### src/rtl/ntrl_pkg.sv
package ntrl_pkg;

    localparam int BYTE_W  = 8;
    localparam int NIB_W   = 4;
    localparam int CNT_W   = 3;
    localparam int ACC_W   = 32;
    localparam int OUT_W   = 48;
    localparam int CFG_W   = 48;
    localparam int CFG_IDX_W = 1;

    localparam logic [NIB_W-1:0] SIZE_MIN = 4'd1;
    localparam logic [NIB_W-1:0] SIZE_MAX = 4'd4;

    localparam logic [CFG_IDX_W-1:0] REG_START_VCN = 1'd0;
    localparam logic [CFG_IDX_W-1:0] REG_END_VCN   = 1'd1;

    typedef logic [1:0] t_status;

    localparam t_status ST_OK       = 2'd0;
    localparam t_status ST_BAD_LEN  = 2'd1;
    localparam t_status ST_BAD_OFF  = 2'd2;
    localparam t_status ST_NEG_LCN  = 2'd3;

    localparam logic [CNT_W-1:0] BYTES_1 = 3'd1;
    localparam logic [CNT_W-1:0] BYTES_2 = 3'd2;
    localparam logic [CNT_W-1:0] BYTES_3 = 3'd3;
    localparam logic [CNT_W-1:0] BYTES_4 = 3'd4;

endpackage

### src/rtl/ntrl_lcn_calc.sv
module ntrl_lcn_calc
    import ntrl_pkg::*;
#(
    parameter int CLUSTER_WIDTH = 48
) (
    input  logic [ACC_W-1:0]         i_offset,
    input  logic [CNT_W-1:0]         i_offset_bytes,
    input  logic [CLUSTER_WIDTH-1:0] i_prev_lcn,
    output logic [CLUSTER_WIDTH-1:0] o_lcn,
    output logic                     o_negative
);

    logic                     sign;
    logic [ACC_W:0]           mag;
    logic [CLUSTER_WIDTH:0]   diff;
    logic [CLUSTER_WIDTH-1:0] sum;

    always_comb begin
        case (i_offset_bytes)
            BYTES_1: begin
                sign = i_offset[7];
                mag  = 33'h1_0000_0100 - {1'b1, i_offset};
            end
            BYTES_2: begin
                sign = i_offset[15];
                mag  = 33'h1_0001_0000 - {1'b1, i_offset};
            end
            BYTES_3: begin
                sign = i_offset[23];
                mag  = 33'h1_0100_0000 - {1'b1, i_offset};
            end
            BYTES_4: begin
                sign = i_offset[31];
                mag  = 33'h1_0000_0000 - {1'b0, i_offset};
            end
            default: begin
                sign = 1'b0;
                mag  = '0;
            end
        endcase
    end

    assign diff = {1'b0, i_prev_lcn} - (CLUSTER_WIDTH+1)'(mag);
    assign sum  = i_prev_lcn + CLUSTER_WIDTH'(i_offset);

    assign o_negative = sign & diff[CLUSTER_WIDTH];
    assign o_lcn      = sign ? diff[CLUSTER_WIDTH-1:0] : sum;

endmodule

### src/rtl/ntfs_runlist_decoder.sv
// Channel   Handshake                 Payload
// input     i_in_valid / o_in_ready   i_run_byte, i_list_begin
// output    o_out_valid / i_out_ready o_run_vcn, o_run_lcn, o_run_length, o_status,
//                                     o_list_done
// config    i_cfg_we                  i_cfg_idx, i_cfg_data
//
// One byte per cycle while o_in_ready is high; a result registers on its last byte.
// The parser state and the result register update in the same cycle the byte is taken.
// Reset leaves the parser idle until a byte with i_list_begin arrives.
// A result waiting on i_out_ready stalls the input only while it is not being taken.
module ntfs_runlist_decoder
    import ntrl_pkg::*;
#(
    parameter int CLUSTER_WIDTH = 48
) (
    input  logic                 i_clk,
    input  logic                 i_rst_n,
    input  logic                 i_cfg_we,
    input  logic [CFG_IDX_W-1:0] i_cfg_idx,
    input  logic [CFG_W-1:0]     i_cfg_data,
    input  logic                 i_in_valid,
    output logic                 o_in_ready,
    input  logic [BYTE_W-1:0]    i_run_byte,
    input  logic                 i_list_begin,
    output logic                 o_out_valid,
    input  logic                 i_out_ready,
    output logic [OUT_W-1:0]     o_run_vcn,
    output logic [OUT_W-1:0]     o_run_lcn,
    output logic [ACC_W-1:0]     o_run_length,
    output logic [1:0]           o_status,
    output logic                 o_list_done
);

    localparam int CW = CLUSTER_WIDTH;
    localparam int EW = (CW > CFG_W) ? CW : CFG_W;

    typedef enum logic [1:0] {
        PH_HEADER,
        PH_LENGTH,
        PH_OFFSET
    } t_phase;

    logic [CFG_W-1:0] r_start_vcn, n_start_vcn;
    logic [CFG_W-1:0] r_end_vcn, n_end_vcn;
    t_phase           r_phase, n_phase;
    logic [CNT_W-1:0] r_bytes_left, n_bytes_left;
    logic [CNT_W-1:0] r_len_bytes, n_len_bytes;
    logic [CNT_W-1:0] r_off_bytes, n_off_bytes;
    logic [ACC_W-1:0] r_len_acc, n_len_acc;
    logic [ACC_W-1:0] r_off_acc, n_off_acc;
    logic [CW-1:0]    r_vcn, n_vcn;
    logic [CW-1:0]    r_prev_lcn, n_prev_lcn;
    logic             r_finished, n_finished;
    logic             r_out_valid, n_out_valid;
    logic [OUT_W-1:0] r_run_vcn, n_run_vcn;
    logic [OUT_W-1:0] r_run_lcn, n_run_lcn;
    logic [ACC_W-1:0] r_run_length, n_run_length;
    t_status          r_status, n_status;
    logic             r_list_done, n_list_done;

    logic             in_fire;
    t_phase           cur_phase;
    logic [CNT_W-1:0] cur_bytes_left;
    logic [ACC_W-1:0] cur_len_acc;
    logic [ACC_W-1:0] cur_off_acc;
    logic [CW-1:0]    cur_vcn;
    logic [CW-1:0]    cur_prev_lcn;
    logic             cur_finished;
    logic [CNT_W-1:0] left_dec;
    logic [1:0]       len_idx;
    logic [1:0]       off_idx;
    logic [ACC_W-1:0] len_new;
    logic [ACC_W-1:0] off_new;
    logic [NIB_W-1:0] len_nib;
    logic [NIB_W-1:0] off_nib;
    logic [CW-1:0]    calc_lcn;
    logic             calc_neg;
    logic [CW:0]      vcn_sum;
    logic             vcn_past;

    assign o_in_ready = !r_out_valid || i_out_ready;
    assign in_fire    = i_in_valid && o_in_ready;

    assign cur_phase      = i_list_begin ? PH_HEADER : r_phase;
    assign cur_bytes_left = i_list_begin ? '0 : r_bytes_left;
    assign cur_len_acc    = i_list_begin ? '0 : r_len_acc;
    assign cur_off_acc    = i_list_begin ? '0 : r_off_acc;
    assign cur_vcn        = i_list_begin ? CW'(r_start_vcn) : r_vcn;
    assign cur_prev_lcn   = i_list_begin ? '0 : r_prev_lcn;
    assign cur_finished   = i_list_begin ? (r_start_vcn > r_end_vcn) : r_finished;

    assign left_dec = cur_bytes_left - CNT_W'(1);
    assign len_idx  = 2'(r_len_bytes - cur_bytes_left);
    assign off_idx  = 2'(r_off_bytes - cur_bytes_left);
    assign len_new  = cur_len_acc | (ACC_W'(i_run_byte) << {len_idx, 3'b000});
    assign off_new  = cur_off_acc | (ACC_W'(i_run_byte) << {off_idx, 3'b000});
    assign len_nib  = i_run_byte[NIB_W-1:0];
    assign off_nib  = i_run_byte[BYTE_W-1:NIB_W];

    ntrl_lcn_calc #(
        .CLUSTER_WIDTH(CW)
    ) u_lcn_calc (
        .i_offset      (off_new),
        .i_offset_bytes(r_off_bytes),
        .i_prev_lcn    (cur_prev_lcn),
        .o_lcn         (calc_lcn),
        .o_negative    (calc_neg)
    );

    assign vcn_sum  = {1'b0, cur_vcn} + (CW+1)'(cur_len_acc);
    assign vcn_past = vcn_sum[CW] || (EW'(vcn_sum[CW-1:0]) > EW'(r_end_vcn));

    always_comb begin
        n_start_vcn  = r_start_vcn;
        n_end_vcn    = r_end_vcn;
        n_phase      = r_phase;
        n_bytes_left = r_bytes_left;
        n_len_bytes  = r_len_bytes;
        n_off_bytes  = r_off_bytes;
        n_len_acc    = r_len_acc;
        n_off_acc    = r_off_acc;
        n_vcn        = r_vcn;
        n_prev_lcn   = r_prev_lcn;
        n_finished   = r_finished;
        n_out_valid  = r_out_valid && !i_out_ready;
        n_run_vcn    = r_run_vcn;
        n_run_lcn    = r_run_lcn;
        n_run_length = r_run_length;
        n_status     = r_status;
        n_list_done  = r_list_done;

        if (i_cfg_we) begin
            if (i_cfg_idx == REG_START_VCN) begin
                n_start_vcn = i_cfg_data;
            end else if (i_cfg_idx == REG_END_VCN) begin
                n_end_vcn = i_cfg_data;
            end
        end

        if (in_fire) begin
            n_phase      = cur_phase;
            n_bytes_left = cur_bytes_left;
            n_len_acc    = cur_len_acc;
            n_off_acc    = cur_off_acc;
            n_vcn        = cur_vcn;
            n_prev_lcn   = cur_prev_lcn;
            n_finished   = cur_finished;
            if (!cur_finished) begin
                case (cur_phase)
                    PH_LENGTH: begin
                        n_len_acc    = len_new;
                        n_bytes_left = left_dec;
                        if (left_dec == '0) begin
                            n_phase      = PH_OFFSET;
                            n_bytes_left = r_off_bytes;
                        end
                    end
                    PH_OFFSET: begin
                        n_off_acc    = off_new;
                        n_bytes_left = left_dec;
                        if (left_dec == '0) begin
                            n_phase     = PH_HEADER;
                            n_out_valid = 1'b1;
                            n_run_vcn   = OUT_W'(cur_vcn);
                            n_run_length = cur_len_acc;
                            if (calc_neg) begin
                                n_finished  = 1'b1;
                                n_run_lcn   = '0;
                                n_status    = ST_NEG_LCN;
                                n_list_done = 1'b1;
                            end else begin
                                n_run_lcn   = OUT_W'(calc_lcn);
                                n_status    = ST_OK;
                                n_list_done = vcn_past;
                                n_vcn       = vcn_sum[CW-1:0];
                                n_prev_lcn  = calc_lcn;
                                n_finished  = vcn_past;
                            end
                        end
                    end
                    default: begin
                        if (len_nib < SIZE_MIN || len_nib > SIZE_MAX) begin
                            n_finished   = 1'b1;
                            n_phase      = PH_HEADER;
                            n_out_valid  = 1'b1;
                            n_run_vcn    = OUT_W'(cur_vcn);
                            n_run_lcn    = '0;
                            n_run_length = '0;
                            n_status     = ST_BAD_LEN;
                            n_list_done  = 1'b1;
                        end else if (off_nib < SIZE_MIN || off_nib > SIZE_MAX) begin
                            n_finished   = 1'b1;
                            n_phase      = PH_HEADER;
                            n_out_valid  = 1'b1;
                            n_run_vcn    = OUT_W'(cur_vcn);
                            n_run_lcn    = '0;
                            n_run_length = '0;
                            n_status     = ST_BAD_OFF;
                            n_list_done  = 1'b1;
                        end else begin
                            n_len_bytes  = len_nib[CNT_W-1:0];
                            n_off_bytes  = off_nib[CNT_W-1:0];
                            n_len_acc    = '0;
                            n_off_acc    = '0;
                            n_bytes_left = len_nib[CNT_W-1:0];
                            n_phase      = PH_LENGTH;
                        end
                    end
                endcase
            end
        end
    end

    always_ff @(posedge i_clk) begin
        if (!i_rst_n) begin
            r_start_vcn  <= '0;
            r_end_vcn    <= '0;
            r_phase      <= PH_HEADER;
            r_bytes_left <= '0;
            r_len_bytes  <= '0;
            r_off_bytes  <= '0;
            r_len_acc    <= '0;
            r_off_acc    <= '0;
            r_vcn        <= '0;
            r_prev_lcn   <= '0;
            r_finished   <= 1'b1;
            r_out_valid  <= 1'b0;
        end else begin
            r_start_vcn  <= n_start_vcn;
            r_end_vcn    <= n_end_vcn;
            r_phase      <= n_phase;
            r_bytes_left <= n_bytes_left;
            r_len_bytes  <= n_len_bytes;
            r_off_bytes  <= n_off_bytes;
            r_len_acc    <= n_len_acc;
            r_off_acc    <= n_off_acc;
            r_vcn        <= n_vcn;
            r_prev_lcn   <= n_prev_lcn;
            r_finished   <= n_finished;
            r_out_valid  <= n_out_valid;
        end
        r_run_vcn    <= n_run_vcn;
        r_run_lcn    <= n_run_lcn;
        r_run_length <= n_run_length;
        r_status     <= n_status;
        r_list_done  <= n_list_done;
    end

    assign o_out_valid  = r_out_valid;
    assign o_run_vcn    = r_run_vcn;
    assign o_run_lcn    = r_run_lcn;
    assign o_run_length = r_run_length;
    assign o_status     = r_status;
    assign o_list_done  = r_list_done;

    a_err_done: assert property (@(posedge i_clk) disable iff (!i_rst_n)
        (o_out_valid && o_status != ST_OK) |-> o_list_done)
        else $error("error item without list_done");

    a_err_lcn: assert property (@(posedge i_clk) disable iff (!i_rst_n)
        (o_out_valid && o_status != ST_OK) |-> (o_run_lcn == '0))
        else $error("error item with nonzero lcn");

    a_len_quiet: assert property (@(posedge i_clk) disable iff (!i_rst_n)
        (in_fire && !i_list_begin && r_phase == PH_LENGTH && !r_finished
         && (!r_out_valid || i_out_ready)) |=> !o_out_valid)
        else $error("item produced during length bytes");

    a_done_idle: assert property (@(posedge i_clk) disable iff (!i_rst_n)
        (in_fire && !i_list_begin && r_finished && (!r_out_valid || i_out_ready))
        |=> !o_out_valid)
        else $error("item produced while idle");

endmodule
### config.mk
export PLATFORM = sky130hd
export DESIGN_NAME = ntfs_runlist_decoder
export DESIGN_NICKNAME = d
export VERILOG_FILES = /design/src/rtl/ntrl_pkg.sv /design/src/rtl/ntrl_lcn_calc.sv /design/src/rtl/ntfs_runlist_decoder.sv
export SDC_FILE = /design/constraint.sdc
export NUM_CORES = 1
export LEC_CHECK = 0
export ABC_AREA = 1
export BUFFER_PORTS_ARGS = -buffer_cell sky130_fd_sc_hd__buf_2
export CORE_UTILIZATION = 30
export CTS_BUF_LIST = sky130_fd_sc_hd__clkbuf_8 sky130_fd_sc_hd__clkbuf_16
export DETAILED_ROUTE_END_ITERATION = 8
export HOLD_SLACK_MARGIN = 0.1
export SYNTH_ARGS = -nofsm -noshare
export SYNTH_HDL_FRONTEND = slang
export SYNTH_SLANG_ARGS = --single-unit
### constraint.sdc
create_clock -name i_clk -period 41.6 [get_ports i_clk]
set_input_delay 6.24 -clock i_clk [delete_from_list [all_inputs] [get_ports i_clk]]
set_output_delay 6.24 -clock i_clk [all_outputs]
set_load 0.005 [all_outputs]
==> impl_metrics.csv <==
group,metric,value,unit
run_status,outcome,"complete, no violations",
cells_and_area,nFillCells,11900,
logic_synthesis,synth_flop_cell,"dfxtp_1",
sta,period_needed,12890,ps
logic_synthesis,synth_cell_types,52,
clock_tree,cts_tree,"built",
logic_synthesis,ys_top_cells_by_count,"nand2_1 (1389), inv_1 (835), nor2_1 (633)",
power_and_ir_drop,combPwrFrac,27.0,%
critical_path,endpoint_kind,"output pin",
clock_tree,h-tree-depth,2,
clock_tree,clock_latency,630,ps
die,die_area,110000,um^2
clock_tree,numCtsBuffers,50,
critical_path,r2r_cells,35,
clock_tree,cts-resized-gates,0,
clock_tree,cts_root_buffer,"clkbuf_16",
route,drt_pass1_iterations,6,
cells_and_area,n_antenna_cell,0,
sta,tightest_slew,1290,ps
power_and_ir_drop,power_frac_clock,38.3,%
critical_path,worstSetupPathType,"in2out",
power_and_ir_drop,p_int,0.817,mW
cells_and_area,final_area,36600,um^2
critical_path,slowest_stage,"buf_2",
route,avgViaCountPerCell,5.06,
die,core,108000,um^2
critical_path,crit_path_frequent_cell,"buf_2",
logic_synthesis,yosysSeqAreaShare,28.5,%
sta,period_share,31.0,%
critical_path,start_kind,"input port",
logic_synthesis,yosysTopAreaCellShare,16.4,%
global_route,gr-total-overflow,0,
hold_path,hp-class,"reg2reg",
die,dieHeight,332,um
logic_synthesis,synth_top_cell_by_area,"dfxtp_1",
logic_synthesis,yosysMostFrequentCell,"nand2_1",
global_route,grt_usage,22.6,%
critical_path,crit_fanout,3,
cells_and_area,fin_nets,5663,
clock_tree,cts.clk_slew.worst_paths,60,ps
global_route,grt_max_degree,165,
route,drtIter0Drc,3646,
logic_synthesis,synth-seq-cells,399,
die,rows,120,
clock_tree,cts_hold_buf,0,
power_and_ir_drop,swShare,35.7,%
die,start_util,30.4,%
clock_tree,post_cts_buffers,0,
global_route,grt_pass1_vias,31100,
hold_path,holdPathStages,2,
power_and_ir_drop,netSwitchingPower,0.453,mW
place,io_buffers,195,
power_and_ir_drop,vdd_drop_max,0.0000287,V
global_route,antenna_found_initial,1,
critical_path,r2r_slack,34980,ps
logic_synthesis,synth.area.top_cells,"dfxtp_1 (16%), nand2_1 (16%), edfxtp_1 (12%), inv_1 (9.6%), ha_1 (7.8%)",
logic_synthesis,synth_edf_count,131,
route,drc,0,
logic_synthesis,synth_nets,5580,
place,gp_congestion,1.01,
sta,fin_skew,18.9,ps
critical_path,rr_endpoint,"r_prev_lcn[41]",
logic_synthesis,syn_area,32700,um^2
logic_synthesis,synth-async-reset-ratio,0,%
sta,hold_violations,0,
place,hpwl,98900,um
clock_tree,cts_buffer_depth,3,
clock_tree,cts_num_sinks,399,
critical_path,crit_path_max_incr_delay,130,ps
power_and_ir_drop,seq_power_share,34.7,%
critical_path,cp_data_required_time,35360,ps
power_and_ir_drop,p_per_area,34.7,nW/um^2
critical_path,path_cells,"buf_2 > nor2_1 > inv_1 > buf_2",
job,max_cap_violations,0,
hold_path,min-delay-start,"r_len_bytes[1]",
sta,slew_viol_final,0,
sta,setup_violations,0,
power_and_ir_drop,p_leak,17.9,nW
cells_and_area,fin_util,34.1,%
sta,grt_setup_unrepaired,"false",
cells_and_area,synthToLayoutAreaGrowth,12.2,%
hold_path,hold_end,"r_len_bytes[1]",
logic_synthesis,postSynthCellCount,5311,
critical_path,cp.arrival,6650,ps
route,vias,34600,
place,post_dp_cell_area,34800,um^2
logic_synthesis,ys_warn_count,0,
cells_and_area,drive_gt1_share,7.56,%
logic_synthesis,syn_avg_cell_area,6.15,um^2
global_route,grt_pass1_wl,193000,um
route,routed_wl,129000,um
die,die_w,332,um
sta,fin_setup_tns,0,ps
sta,clock.fmax,77.6,MHz
critical_path,rr_startpoint,"r_off_bytes[1]",
route,ant_nets,0,
route,wl_per_cell,18.8,um
sta,relSlewSlack,13.2,%
die,pin_count,196,
layout by cell type, fill, tap and decap left out, types with 5 or more instances in the layout:
master      Yosys  final
clkinvlp_4      0      8
nor2_1        633    630
nand4_1        52     52
inv_1         835    840
nor2_2         14     14
o211ai_1       37     37
nand3b_1       19     19
or2_1           6      6
xnor2_1        26     26
inv_2          13     12
clkinv_2        0      7
bufinv_16       0      9
nand2_2        21     22
a31oi_1         5      5
a21o_1          7      7
o21bai_1       11     11
o21a_1          6      6
buf_2          28    193
clkbuf_16       0     51
edfxtp_1      131    131
o21ai_0       411    411
or2_2          12     12
nand2_1      1389   1386
ha_1          203    203
a21oi_1       469    469
nor2_4          5      8
o21ai_2        13     13
nor3_1         34     32
o21ai_1        11     11
nand3_1       383    383
inv_6           0      5
xor2_1         57     57
buf_4           9     27
dfxtp_1       268    268
nor4_1          6      6
o22ai_1         5      5
kinds of logic after synthesis:
logic type | synth area share [%]
flip-flops | 28.5
AND/OR/NAND/NOR | 33.0
AO/OA/AOI/OAI | 15.9
buffers and inverters | 12.5
adder cells (fa/ha/maj) | 7.96
XOR/XNOR | 2.23
layer usage:
layer | vias up | part of all wire (%) | global-route usage (%)
met1 | 16000 | 47 | 32.2
met3 | 144 | 7.9 | 3.56
met5 | - | 0 | 0
met2 | 1205 | 43 | 34.9
met4 | 0 | 2.6 | 6.08
li1 | 17200 | - | -
state kept, by name, indices dropped and copies added, names as in the netlist:
signal	cells
o_list_done	1
o_run_vcn	48
r_bytes_left	3
o_status	2
o_run_lcn	48
r_vcn	48
o_out_valid	1
r_finished	1
r_len_acc	32
o_run_length	32
r_off_acc	32
r_end_vcn	48
r_prev_lcn	48
r_off_bytes	3
r_start_vcn	48
r_phase	2
r_len_bytes	2
cell type report:
class / count / area, um^2 / share of cell area (%)
multi-input combinational: 3868 / 19300 / 52.8
sequential: 399 / 9300 / 25.4
inverter: 853 / 3220 / 8.78
tap: 1403 / 1760 / 4.79
clock buffer: 54 / 1320 / 3.60
timing repair buffer: 222 / 1200 / 3.27
clock inverter: 40 / 505 / 1.38
how the worst max path moves through the flow:
| stage | slack, ps | cells after the start | end | from |
|---|---|---|---|---|
| finish | 28710 | 4 | o_in_ready | i_out_ready |
| global placement | 28690 | 35 | r_prev_lcn[38] | i_list_begin |
| floorplan | 24030 | 12 | o_list_done | i_list_begin |
| detailed placement | 28660 | 37 | r_prev_lcn[41] | i_list_begin |
| global route | 28570 | 34 | r_prev_lcn[38] | i_list_begin |
| CTS | 28710 | 4 | o_in_ready | i_out_ready |
power by group through the flow:
| stage | logic [mW] | registers [mW] | clock network, mW |
|---|---|---|---|
| 2_1_floorplan | 0.225 | 0.450 | 0 |
| 3_3_place_gp | 0.333 | 0.448 | 0 |
| 3_5_place_dp | 0.336 | 0.449 | 0 |
| 4_1_cts | 0.338 | 0.440 | 0.499 |
| 5_1_grt | 0.380 | 0.442 | 0.512 |
| 6_report | 0.343 | 0.440 | 0.487 |
critical path: cells and delay by family:
kind                   cells  cell delay [ps]
and+or+nand+nor            1               90
buffers and inverters      3              320
per-stage QoR:
stage	cells	total power [mW]	hold slack (ps)	setup slack, ps
floorplan	5311	0.675	435	24030
global placement	6745	0.781	448	28690
detailed placement	6745	0.784	453	28660
CTS	6839	1.28	464	28710
global route	6839	1.33	483	28570
finish	6839	1.27	465	28710
(Power assumes the default switching activity.)
